### src/rpn_pkg.sv
// Shared types and constants for the RPN stack calculator.
// Holds stack sizing, op and status codes, sequencer states and the word structs.
// No dependencies.
package rpn_pkg;

	localparam int STACK_DEPTH = 64;
	localparam int DATA_W      = 32;
	localparam int CNT_W       = $clog2(STACK_DEPTH + 1);
	localparam int ADDR_W      = $clog2(STACK_DEPTH);
	localparam int ITER_W      = $clog2(DATA_W);

	// op codes
	localparam logic [2:0] OP_PUSH = 3'd0;
	localparam logic [2:0] OP_ADD  = 3'd1;
	localparam logic [2:0] OP_SUB  = 3'd2;
	localparam logic [2:0] OP_MUL  = 3'd3;
	localparam logic [2:0] OP_DIV  = 3'd4;

	// status codes
	localparam logic [1:0] ST_OK    = 2'd0;
	localparam logic [1:0] ST_UNDER = 2'd1;
	localparam logic [1:0] ST_FULL  = 2'd2;
	localparam logic [1:0] ST_DIV0  = 2'd3;

	typedef enum logic [2:0] {
		S_IDLE,
		S_DISPATCH,
		S_EXEC,
		S_MUL,
		S_DIV,
		S_DONE
	} state_t;

	typedef struct packed {
		logic [2:0]  op;
		logic [30:0] value;
	} req_t;

	typedef struct packed {
		logic signed [31:0] top_value;
		logic               top_valid;
		logic [6:0]         depth;
		logic [1:0]         status;
	} rsp_t;

endpackage

### src/rpn_stack_calculator.sv
// RPN stack calculator: stack memory, cached top entry and a sequencer that drives
// one shared adder/subtractor for add, subtract, shift-add multiply and restoring divide.
// Depends on rpn_pkg.
//
//  channel | signals                 | direction | word
//  --------+-------------------------+-----------+--------------------------------
//  req     | req_valid, req_stall    | in        | op, value
//  rsp     | rsp_valid, rsp_stall    | out       | top_value, top_valid, depth, status
//
// One word is taken at a time; req_stall is high from acceptance until its result is
// loaded into the rsp register. Push, underflow and ignored codes go from dispatch straight
// to done; add, subtract and divide by zero pass through execute; multiply and divide run
// 32 single-bit steps through the shared adder after execute.
// Reset clears the sequencer, the entry count and rsp_valid; stack memory is not cleared.
// A stalled rsp holds the block in its final state until the result register frees up.
module rpn_stack_calculator
	import rpn_pkg::*;
(
	input  logic clk,
	input  logic arst_n,
	input  logic req_valid,
	output logic req_stall,
	input  req_t req,
	output logic rsp_valid,
	input  logic rsp_stall,
	output rsp_t rsp
);

	// stack body below the top entry; top lives in top_q
	logic [DATA_W-1:0] mem_q [STACK_DEPTH];
	logic [DATA_W-1:0] rd_q;

	state_t            state_q, state_d;
	logic [CNT_W-1:0]  count_q;
	logic [DATA_W-1:0] top_q;
	logic [2:0]        op_q;
	logic [30:0]       val_q;
	logic [1:0]        status_q;
	logic [DATA_W-1:0] acc_q;    // product accumulator / division remainder
	logic [DATA_W-1:0] mq_q;     // multiplier / dividend-quotient
	logic [DATA_W-1:0] opb_q;    // shifted multiplicand / divisor magnitude
	logic              neg_q;
	logic [ITER_W-1:0] iter_q;
	logic              rsp_valid_q;
	rsp_t              rsp_q;

	logic [ADDR_W-1:0] rd_addr;
	logic [ADDR_W-1:0] wr_addr;
	logic              stack_full;
	logic              rsp_free;
	logic              iter_last;

	// shared adder/subtractor
	logic [DATA_W:0]   alu_x, alu_y;
	logic              alu_sub;
	logic [DATA_W+1:0] alu_sum;

	assign rd_addr    = ADDR_W'(count_q - CNT_W'(2));
	assign wr_addr    = ADDR_W'(count_q - CNT_W'(1));
	assign stack_full = (count_q == CNT_W'(STACK_DEPTH));
	assign rsp_free   = !rsp_valid_q || !rsp_stall;
	assign iter_last  = (iter_q == ITER_W'(DATA_W - 1));
	assign req_stall  = (state_q != S_IDLE);
	assign rsp_valid  = rsp_valid_q;
	assign rsp        = rsp_q;

	// operand select for the shared unit
	always_comb begin
		alu_x   = {1'b0, rd_q};
		alu_y   = {1'b0, top_q};
		alu_sub = (op_q == OP_SUB);
		case (state_q)
			S_MUL: begin
				alu_x   = {1'b0, acc_q};
				alu_y   = {1'b0, opb_q};
				alu_sub = 1'b0;
			end
			S_DIV: begin
				alu_x   = {acc_q, mq_q[DATA_W-1]};
				alu_y   = {1'b0, opb_q};
				alu_sub = 1'b1;
			end
			default: ;
		endcase
		alu_sum = {1'b0, alu_x} + {1'b0, (alu_sub ? ~alu_y : alu_y)}
			+ (DATA_W+2)'(alu_sub);
	end

	// next state
	always_comb begin
		state_d = state_q;
		case (state_q)
			S_IDLE:     if (req_valid) state_d = S_DISPATCH;
			S_DISPATCH: begin
				if (op_q == OP_PUSH || op_q > OP_DIV || count_q < CNT_W'(2))
					state_d = S_DONE;
				else
					state_d = S_EXEC;
			end
			S_EXEC: begin
				if (op_q == OP_MUL)
					state_d = S_MUL;
				else if (op_q == OP_DIV && top_q != '0)
					state_d = S_DIV;
				else
					state_d = S_DONE;
			end
			S_MUL:  if (iter_last) state_d = S_DONE;
			S_DIV:  if (iter_last) state_d = S_DONE;
			S_DONE: if (rsp_free) state_d = S_IDLE;
			default: state_d = S_IDLE;
		endcase
	end

	always_ff @(posedge clk or negedge arst_n) begin
		if (!arst_n)
			state_q <= S_IDLE;
		else
			state_q <= state_d;
	end

	// stack memory: registered read of the second entry, write on push
	always_ff @(posedge clk) begin
		rd_q <= mem_q[rd_addr];
		if (state_q == S_DISPATCH && op_q == OP_PUSH && !stack_full && count_q != '0)
			mem_q[wr_addr] <= top_q;
	end

	// entry count
	always_ff @(posedge clk or negedge arst_n) begin
		if (!arst_n) begin
			count_q <= '0;
		end else begin
			if (state_q == S_DISPATCH && op_q == OP_PUSH && !stack_full)
				count_q <= count_q + CNT_W'(1);
			else if ((state_q == S_EXEC && (op_q == OP_ADD || op_q == OP_SUB))
				|| ((state_q == S_MUL || state_q == S_DIV) && iter_last))
				count_q <= count_q - CNT_W'(1);
		end
	end

	// datapath and sequencing registers
	always_ff @(posedge clk) begin
		case (state_q)
			S_IDLE: begin
				op_q     <= req.op;
				val_q    <= req.value;
				status_q <= ST_OK;
			end
			S_DISPATCH: begin
				if (op_q == OP_PUSH) begin
					if (stack_full)
						status_q <= ST_FULL;
					else
						top_q <= {1'b0, val_q};
				end else if (op_q <= OP_DIV && count_q < CNT_W'(2)) begin
					status_q <= ST_UNDER;
				end
			end
			S_EXEC: begin
				iter_q <= '0;
				acc_q  <= '0;
				case (op_q)
					OP_ADD, OP_SUB: top_q <= alu_sum[DATA_W-1:0];
					OP_MUL: begin
						mq_q  <= top_q;
						opb_q <= rd_q;
					end
					OP_DIV: begin
						if (top_q == '0)
							status_q <= ST_DIV0;
						mq_q  <= rd_q[DATA_W-1] ? -rd_q : rd_q;
						opb_q <= top_q[DATA_W-1] ? -top_q : top_q;
						neg_q <= rd_q[DATA_W-1] ^ top_q[DATA_W-1];
					end
					default: ;
				endcase
			end
			S_MUL: begin
				iter_q <= iter_q + ITER_W'(1);
				if (mq_q[0])
					acc_q <= alu_sum[DATA_W-1:0];
				mq_q  <= mq_q >> 1;
				opb_q <= opb_q << 1;
				if (iter_last)
					top_q <= mq_q[0] ? alu_sum[DATA_W-1:0] : acc_q;
			end
			S_DIV: begin : div_step
				logic [DATA_W-1:0] q_next;
				q_next = {mq_q[DATA_W-2:0], alu_sum[DATA_W+1]};
				iter_q <= iter_q + ITER_W'(1);
				mq_q   <= q_next;
				acc_q  <= alu_sum[DATA_W+1] ? alu_sum[DATA_W-1:0] : alu_x[DATA_W-1:0];
				if (iter_last)
					top_q <= neg_q ? -q_next : q_next;
			end
			default: ;
		endcase
	end

	// result register
	always_ff @(posedge clk or negedge arst_n) begin
		if (!arst_n) begin
			rsp_valid_q <= 1'b0;
		end else if (state_q == S_DONE && rsp_free) begin
			rsp_valid_q <= 1'b1;
		end else if (!rsp_stall) begin
			rsp_valid_q <= 1'b0;
		end
	end

	always_ff @(posedge clk) begin
		if (state_q == S_DONE && rsp_free) begin
			rsp_q.top_value <= (count_q != '0) ? top_q : '0;
			rsp_q.top_valid <= (count_q != '0);
			rsp_q.depth     <= 7'(count_q);
			rsp_q.status    <= status_q;
		end
	end

endmodule

### config.mk
export PLATFORM = sky130hd
export DESIGN_NAME = rpn_stack_calculator
export DESIGN_NICKNAME = d
export VERILOG_FILES = /design/src/rpn_pkg.sv /design/src/rpn_stack_calculator.sv
export SDC_FILE = /design/constraint.sdc
export NUM_CORES = 2
export LEC_CHECK = 0
export BUFFER_PORTS_ARGS = -buffer_cell sky130_fd_sc_hd__buf_2
export CAP_MARGIN = 0
export CELL_PAD_IN_SITES_DETAIL_PLACEMENT = 0
export CELL_PAD_IN_SITES_GLOBAL_PLACEMENT = 1
export CORE_MARGIN = 8
export CORE_UTILIZATION = 45
export DETAILED_ROUTE_END_ITERATION = 10
export PLACE_DENSITY_LB_ADDON = 0.1
export SETUP_SLACK_MARGIN = 0.02
export SLEW_MARGIN = 25
export SYNTH_ARGS = -nofsm -noshare
export SYNTH_HDL_FRONTEND = slang
export SYNTH_SLANG_ARGS = --single-unit
### constraint.sdc
create_clock -name clk -period 11.9 [get_ports clk]
set_input_delay 1.785 -clock clk [delete_from_list [all_inputs] [get_ports clk]]
set_output_delay 1.785 -clock clk [all_outputs]
set_load 0.02 [all_outputs]
Yosys cells after proc, flatten, opt, wreduce, memory -nomap -nowiden
Memory sizes are Yosys's and may differ from the RTL's. A register that Yosys moved wholly into a read port is not among the register bits.
Index checks and enable logic that the tools add are counted.
- add/sub/neg operators: 9
- reductions and logical operators: 37
- mux-type cells: 40
- bitwise gates (word level): 2
- equal/unequal tests: 25
- magnitude comparators: 3
- operator list (operator ; count):
    $mux W32 ; 11
    $pmux W32 S2 ; 3
    $pmux W32 S3 ; 2
    $pmux W32 S4 ; 1
    $neg A32 Y32 ; 3
    $pmux W33 S2 ; 1
    $add A33 B33 Y34 ; 1
    $add A34 B1 Y34 ; 1
    $mux W33 ; 1
    $not A33 Y33 ; 1
    $logic_not A32 Y1 ; 1
    $reduce_bool A32 Y1 ; 1
    $mux W3 ; 5
    $pmux W3 S5 ; 1
    $mux W7 ; 2
    $ne A2 B2 Y1 const B ; 7
    $eq A3 B2 Y1 const B ; 4
    $mux W2 ; 5
    $pmux W5 S2 ; 1
    $eq A3 B3 Y1 const B ; 3
    $reduce_bool A3 Y1 ; 3
    $logic_and A1 B1 Y1 ; 8
    $ne A2 B1 Y1 const B ; 4
    $add A7 B1 Y7 const B ; 1
    other kinds (26) ; 45
- register bits: 223
- input bits: 38
- memories kept: 1
- memory bits (writable): 2048
- memory list (name ; depth ; bits a word ; rd ports ; clocked after memory_dff ; wr ports ; line ; source):
    mem_q ; 64 ; 32 ; 1 ; 1 ; 1 ; rpn_stack_calculator.sv:30 ; logic [DATA_W-1:0] mem_q [STACK_DEPTH];

Depth between registers and ports, before layout
- depth after elaboration: 11
- depth in mapped cells: 30
- gate-level depth less buffers: 24

Least setup slack after synthesis
OpenSTA, ideal clock, no wires.
- path kind: register to register
- start: register state_q[2]
- end: register top_q[22] (data pin)
- stages on the path, launching flop included: 29
- clock period less this slack: 6687 ps
- path slack: 5213 ps
- arrival time: 6416 ps
- buffers on the path: 5
- data required time: 11629 ps
- library setup time: 271 ps
- path through: dfrtp_1 > buf_2 > or3b_2 > nand2_1 > buf_1 > buf_1 > mux2i_1 > xor2_1 > ha_1 > a21o_1 > or4_1 > o21ai_0 > o21ai_0 > a221o_1 > a21o_1 > a21o_1 > buf_2 > inv_1 > buf_2 > ha_1 > inv_1 > or4_1 > inv_1 > nand2_1 > or2_2 > o31ai_1 > xnor2_1 > a222oi_1 > o21ai_0
- cells in the longest elaborated chain, start to end: 11
- RTL lines (element ; line ; source):
    from (decl) ; rpn_stack_calculator.sv:33 ; state_t state_q, state_d;
    from (signal assigned) ; rpn_stack_calculator.sv:119 ; state_q <= state_d;
    $eq A3 B2 Y1 / $eq A3 B3 Y1 (equally long branches) ; rpn_stack_calculator.sv:72, rpn_stack_calculator.sv:144 ;
    $reduce_or A2 Y1 (no source line) ; - ;
    $mux W32 ; rpn_stack_calculator.sv:72 ; case (state_q)
    $not A33 Y33 ; rpn_stack_calculator.sv:85 ; alu_sum = {1'b0, alu_x} + {1'b0, (alu_sub ? ~alu_y : alu_y)}
    $mux W33 ; rpn_stack_calculator.sv:85 ;
    $add A33 B33 Y34 ; rpn_stack_calculator.sv:85 ;
    $add A34 B1 Y34 ; rpn_stack_calculator.sv:86 ; + (DATA_W+2)'(alu_sub);
    $neg A32 Y32 ; rpn_stack_calculator.sv:195 ; top_q <= neg_q ? -q_next : q_next;
    $mux W32 ; rpn_stack_calculator.sv:195 ;
    $mux W32 ; rpn_stack_calculator.sv:194 ; if (iter_last)
    $pmux W32 S4 (*) ; rpn_stack_calculator.sv:144 ; case (state_q)
    to (signal assigned) ; rpn_stack_calculator.sv:155 ; top_q <= {1'b0, val_q};
    to (signal assigned) ; rpn_stack_calculator.sv:164 ; OP_ADD, OP_SUB: top_q <= alu_sum[DATA_W-1:0];
    to (signal assigned) ; rpn_stack_calculator.sv:195 ;
    to (decl) ; rpn_stack_calculator.sv:35 ; logic [DATA_W-1:0] top_q;
Every way passes the cells marked *; elsewhere a longest branch is shown, timed or not. The select of a mux whose other input is x is not followed.
A chain may end at the register's enable or synchronous reset.

Worst setup path in the final report
Same ends and word-level chain as after synthesis.

==> metrics <==
Worst setup EP type flop; Final period util 0.694; core area 210000 µm²; Post-Syn Area per Cell 19.3 µm²; Pwr per Cell Area 288 nW/µm²; asr flop ratio synth 0.00478; Die Width about 480 µm; postcts setup bufs 0; Mapped Cells 4939; top post-synthesis cells by area edfxtp_1 (71%), mux4_2 (16%), o21ai_0 (1.2%); die area 226000 µm²; final WL 286000 µm; worst relative slew slack 0.262; Max Slew Vio Count 0; Layout Nets around 5200; CTS tree built; Commonest cells post-synth edfxtp_1 (2260), mux4_2 (657), nor2_1 (228); Fin. Hold Viols 0; GRT overflow 0; peak supply drop around 0.28 mV; Yosys reg bits 2303; Initial DRC Count 6789; Post-Synthesis Net Count roughly 5000; post-DR vias/cell 6.24; post-synth top area share 0.713; CTS root buf clkbuf_16; # DRC 0; # port buffers 81; share of cells above drive strength 1 0.254; first-pass GRT wire length roughly 400000 µm; initial antenna violation count 26; Die H 476 µm; ANT nets after route 0; Hold Path Class reg -> reg; TritonCTS buffer count roughly 240; delay of the slowest critical-path stage 0.72 ns; clk slew on worst S/H paths 0.06 ns; Setup-failing EPs final 0; io pins 82; Starting Density 0.453; number of global-route vias before repair slightly above 50000; CP required 12.49 ns; count leader, synth edfxtp_1; Total GRT Usage 0.250; Seq/Total Area, Yosys 0.723; post_cts resized 0; Clock Skews 0.0377 ns; wire per inst 35.2 µm; Crit-path slowest cell dfrtp_4; detailed placement HPWL 159000 µm; post-layout minimum cycle time 8.26 ns; post-synthesis cell type count 80; Rows around 170; ys flop type edfxtp_1; DR pass1 iterations 6; CTS H-tree lvls 4; Synth Cell Area 95100 µm²; Ys Warns 0; slew of the pin with the lowest slew margin 1.08 ns; outcome completed; max-cap violation count 0; Clock Latency Late Sink roughly 0.87 ns; clock sinks 2303; CP Class reg -> reg; non-filler cells, final roughly 8100; Final Wtd Congestion 0.894; crit-path max FO 63; fin util 0.512; synthesis-to-layout area growth 12.9%; pin count of the biggest net entering global routing 106; TNS Setup 0 ns; number of buffers on the longest clock path 3; EDFF count, synth approximately 2300; Max Clock Freq 0.121 GHz; Bufs and invs on worst path 5; RSZ-0062 raised after global routing false; Cells after DPL a little under 8000; Crit path top cell by count inv_1; hold_buf cts 0; Largest delay share family, worst path compound AO/OA/AOI/OAI gates; Yosys top cell by area edfxtp_1; vias 50700; CP arrival 8.85 ns; WHS roughly 0.44 ns; CP Launch Type flop; static leakage around 33 nW; Fill cells 17100
-- worst reg2reg max path: cells and delay by family (launching register included) --
| kind | cells | cell delay (ns) |
|---|---|---|
| AO/OA/AOI/OAI | 10 | 2.21 |
| XOR/XNOR | 2 | 0.29 |
| adder cells (fa/ha/maj) | 2 | 0.59 |
| buffers and inverters | 5 | 1.82 |
| flip-flops | 1 | 0.72 |
| multiplexers | 1 | 0.28 |
| AND/OR/NAND/NOR | 5 | 2.06 |
-- stage by stage --
| stage | setup WS [ns] | instance area (µm²) | total power [mW] |
|---|---|---|---|
| after floorplan | 5.21 | 95100 | 18.7 |
| after global placement | 3.86 | 99800 | 23.9 |
| after detailed placement | 3.82 | 99900 | 23.9 |
| after CTS | 3.77 | 107000 | 31.1 |
| after global routing | 3.16 | 107000 | 32.2 |
| final | 3.64 | 107000 | 31.0 |
-- final cells by class --
| cell class | count | area (µm²) | area share |
|---|---|---|---|
| antenna | 5 | 12.5 | 0.000117 |
| clock buffer | 311 | 6290 | 0.0586 |
| clock inverter | 122 | 1220 | 0.0113 |
| inverter | 35 | 131 | 0.00122 |
| multi-input combinational | 2290 | 25600 | 0.239 |
| sequential | 2303 | 68800 | 0.641 |
| tap | 2805 | 3510 | 0.0327 |
| timing repair buffer | 254 | 1800 | 0.0168 |
-- layout by cell type, fill, tap and decap left out, types with 42 or more instances in the layout --
cell type	Yosys	final
edfxtp_1	2260	2260
mux4_2	657	657
clkbuf_16	0	237
o21ai_0	222	222
nand2_1	209	208
buf_4	2	165
nor2_1	228	161
a21oi_1	133	132
xor2_1	108	107
mux2i_1	96	95
buf_2	10	81
clkbuf_1	222	66
nor2_4	0	65
o22ai_1	58	58
clkinv_1	3	49
nor2b_1	49	49
nor3_1	47	47
ha_1	44	42
-- metal layers --
layer	wire length (µm)	global-route usage	up-vias
li1	-	-	20800
met1	121000	0.365	27400
met2	137000	0.402	2080
met3	20200	0.0363	395
met4	6950	0.0599	4
met5	31	0	-
-- path summary, 6_finish.rpt --
kind                                   end  slack (ns)         from  depth (start not counted)
min in group asynchronous        rsp_valid        0.90       arst_n                          1
max in group asynchronous       count_q[1]       10.57       arst_n                          1
worst max register to register   top_q[22]        3.64   state_q[2]                         25
worst max-delay path             top_q[22]        3.64   state_q[2]                         25
worst min register to register      rsp[1]        0.44  status_q[1]                          0
worst min-delay path                rsp[1]        0.44  status_q[1]                          0
-- report_power, final --
part | leakage (nW) | switching (mW) | internal, mW
logic | 9.05 | 8.26 | 5.07
clock network | 3.64 | 3.15 | 4.10
registers | 20.8 | 0.689 | 9.70
total | 33.5 | 12.1 | 18.9
-- sequential cells by signal, indices dropped and copies added, names as in the netlist, 5 cells and up --
signal   count
top_q       32
mq_q        32
acc_q       32
rd_q        32
rsp         42
count_q      7
opb_q       32
iter_q       5
val_q       31
mem_q     2048
-- logic make-up (layout without fill, tap and decap cells) --
logic type / after synthesis / count (layout) / share of synthesized area
buffers and inverters: 346 / 722 / 0.0139
other: 0 / 5 / 0
AND/OR/NAND/NOR: 689 / 689 / 0.0337
adder cells (fa/ha/maj): 45 / 45 / 0.00600
multiplexers: 764 / 764 / 0.167
AO/OA/AOI/OAI: 645 / 645 / 0.0429
flip-flops: 2303 / 2303 / 0.723
XOR/XNOR: 147 / 147 / 0.0135
(Power assumes the default switching activity.)
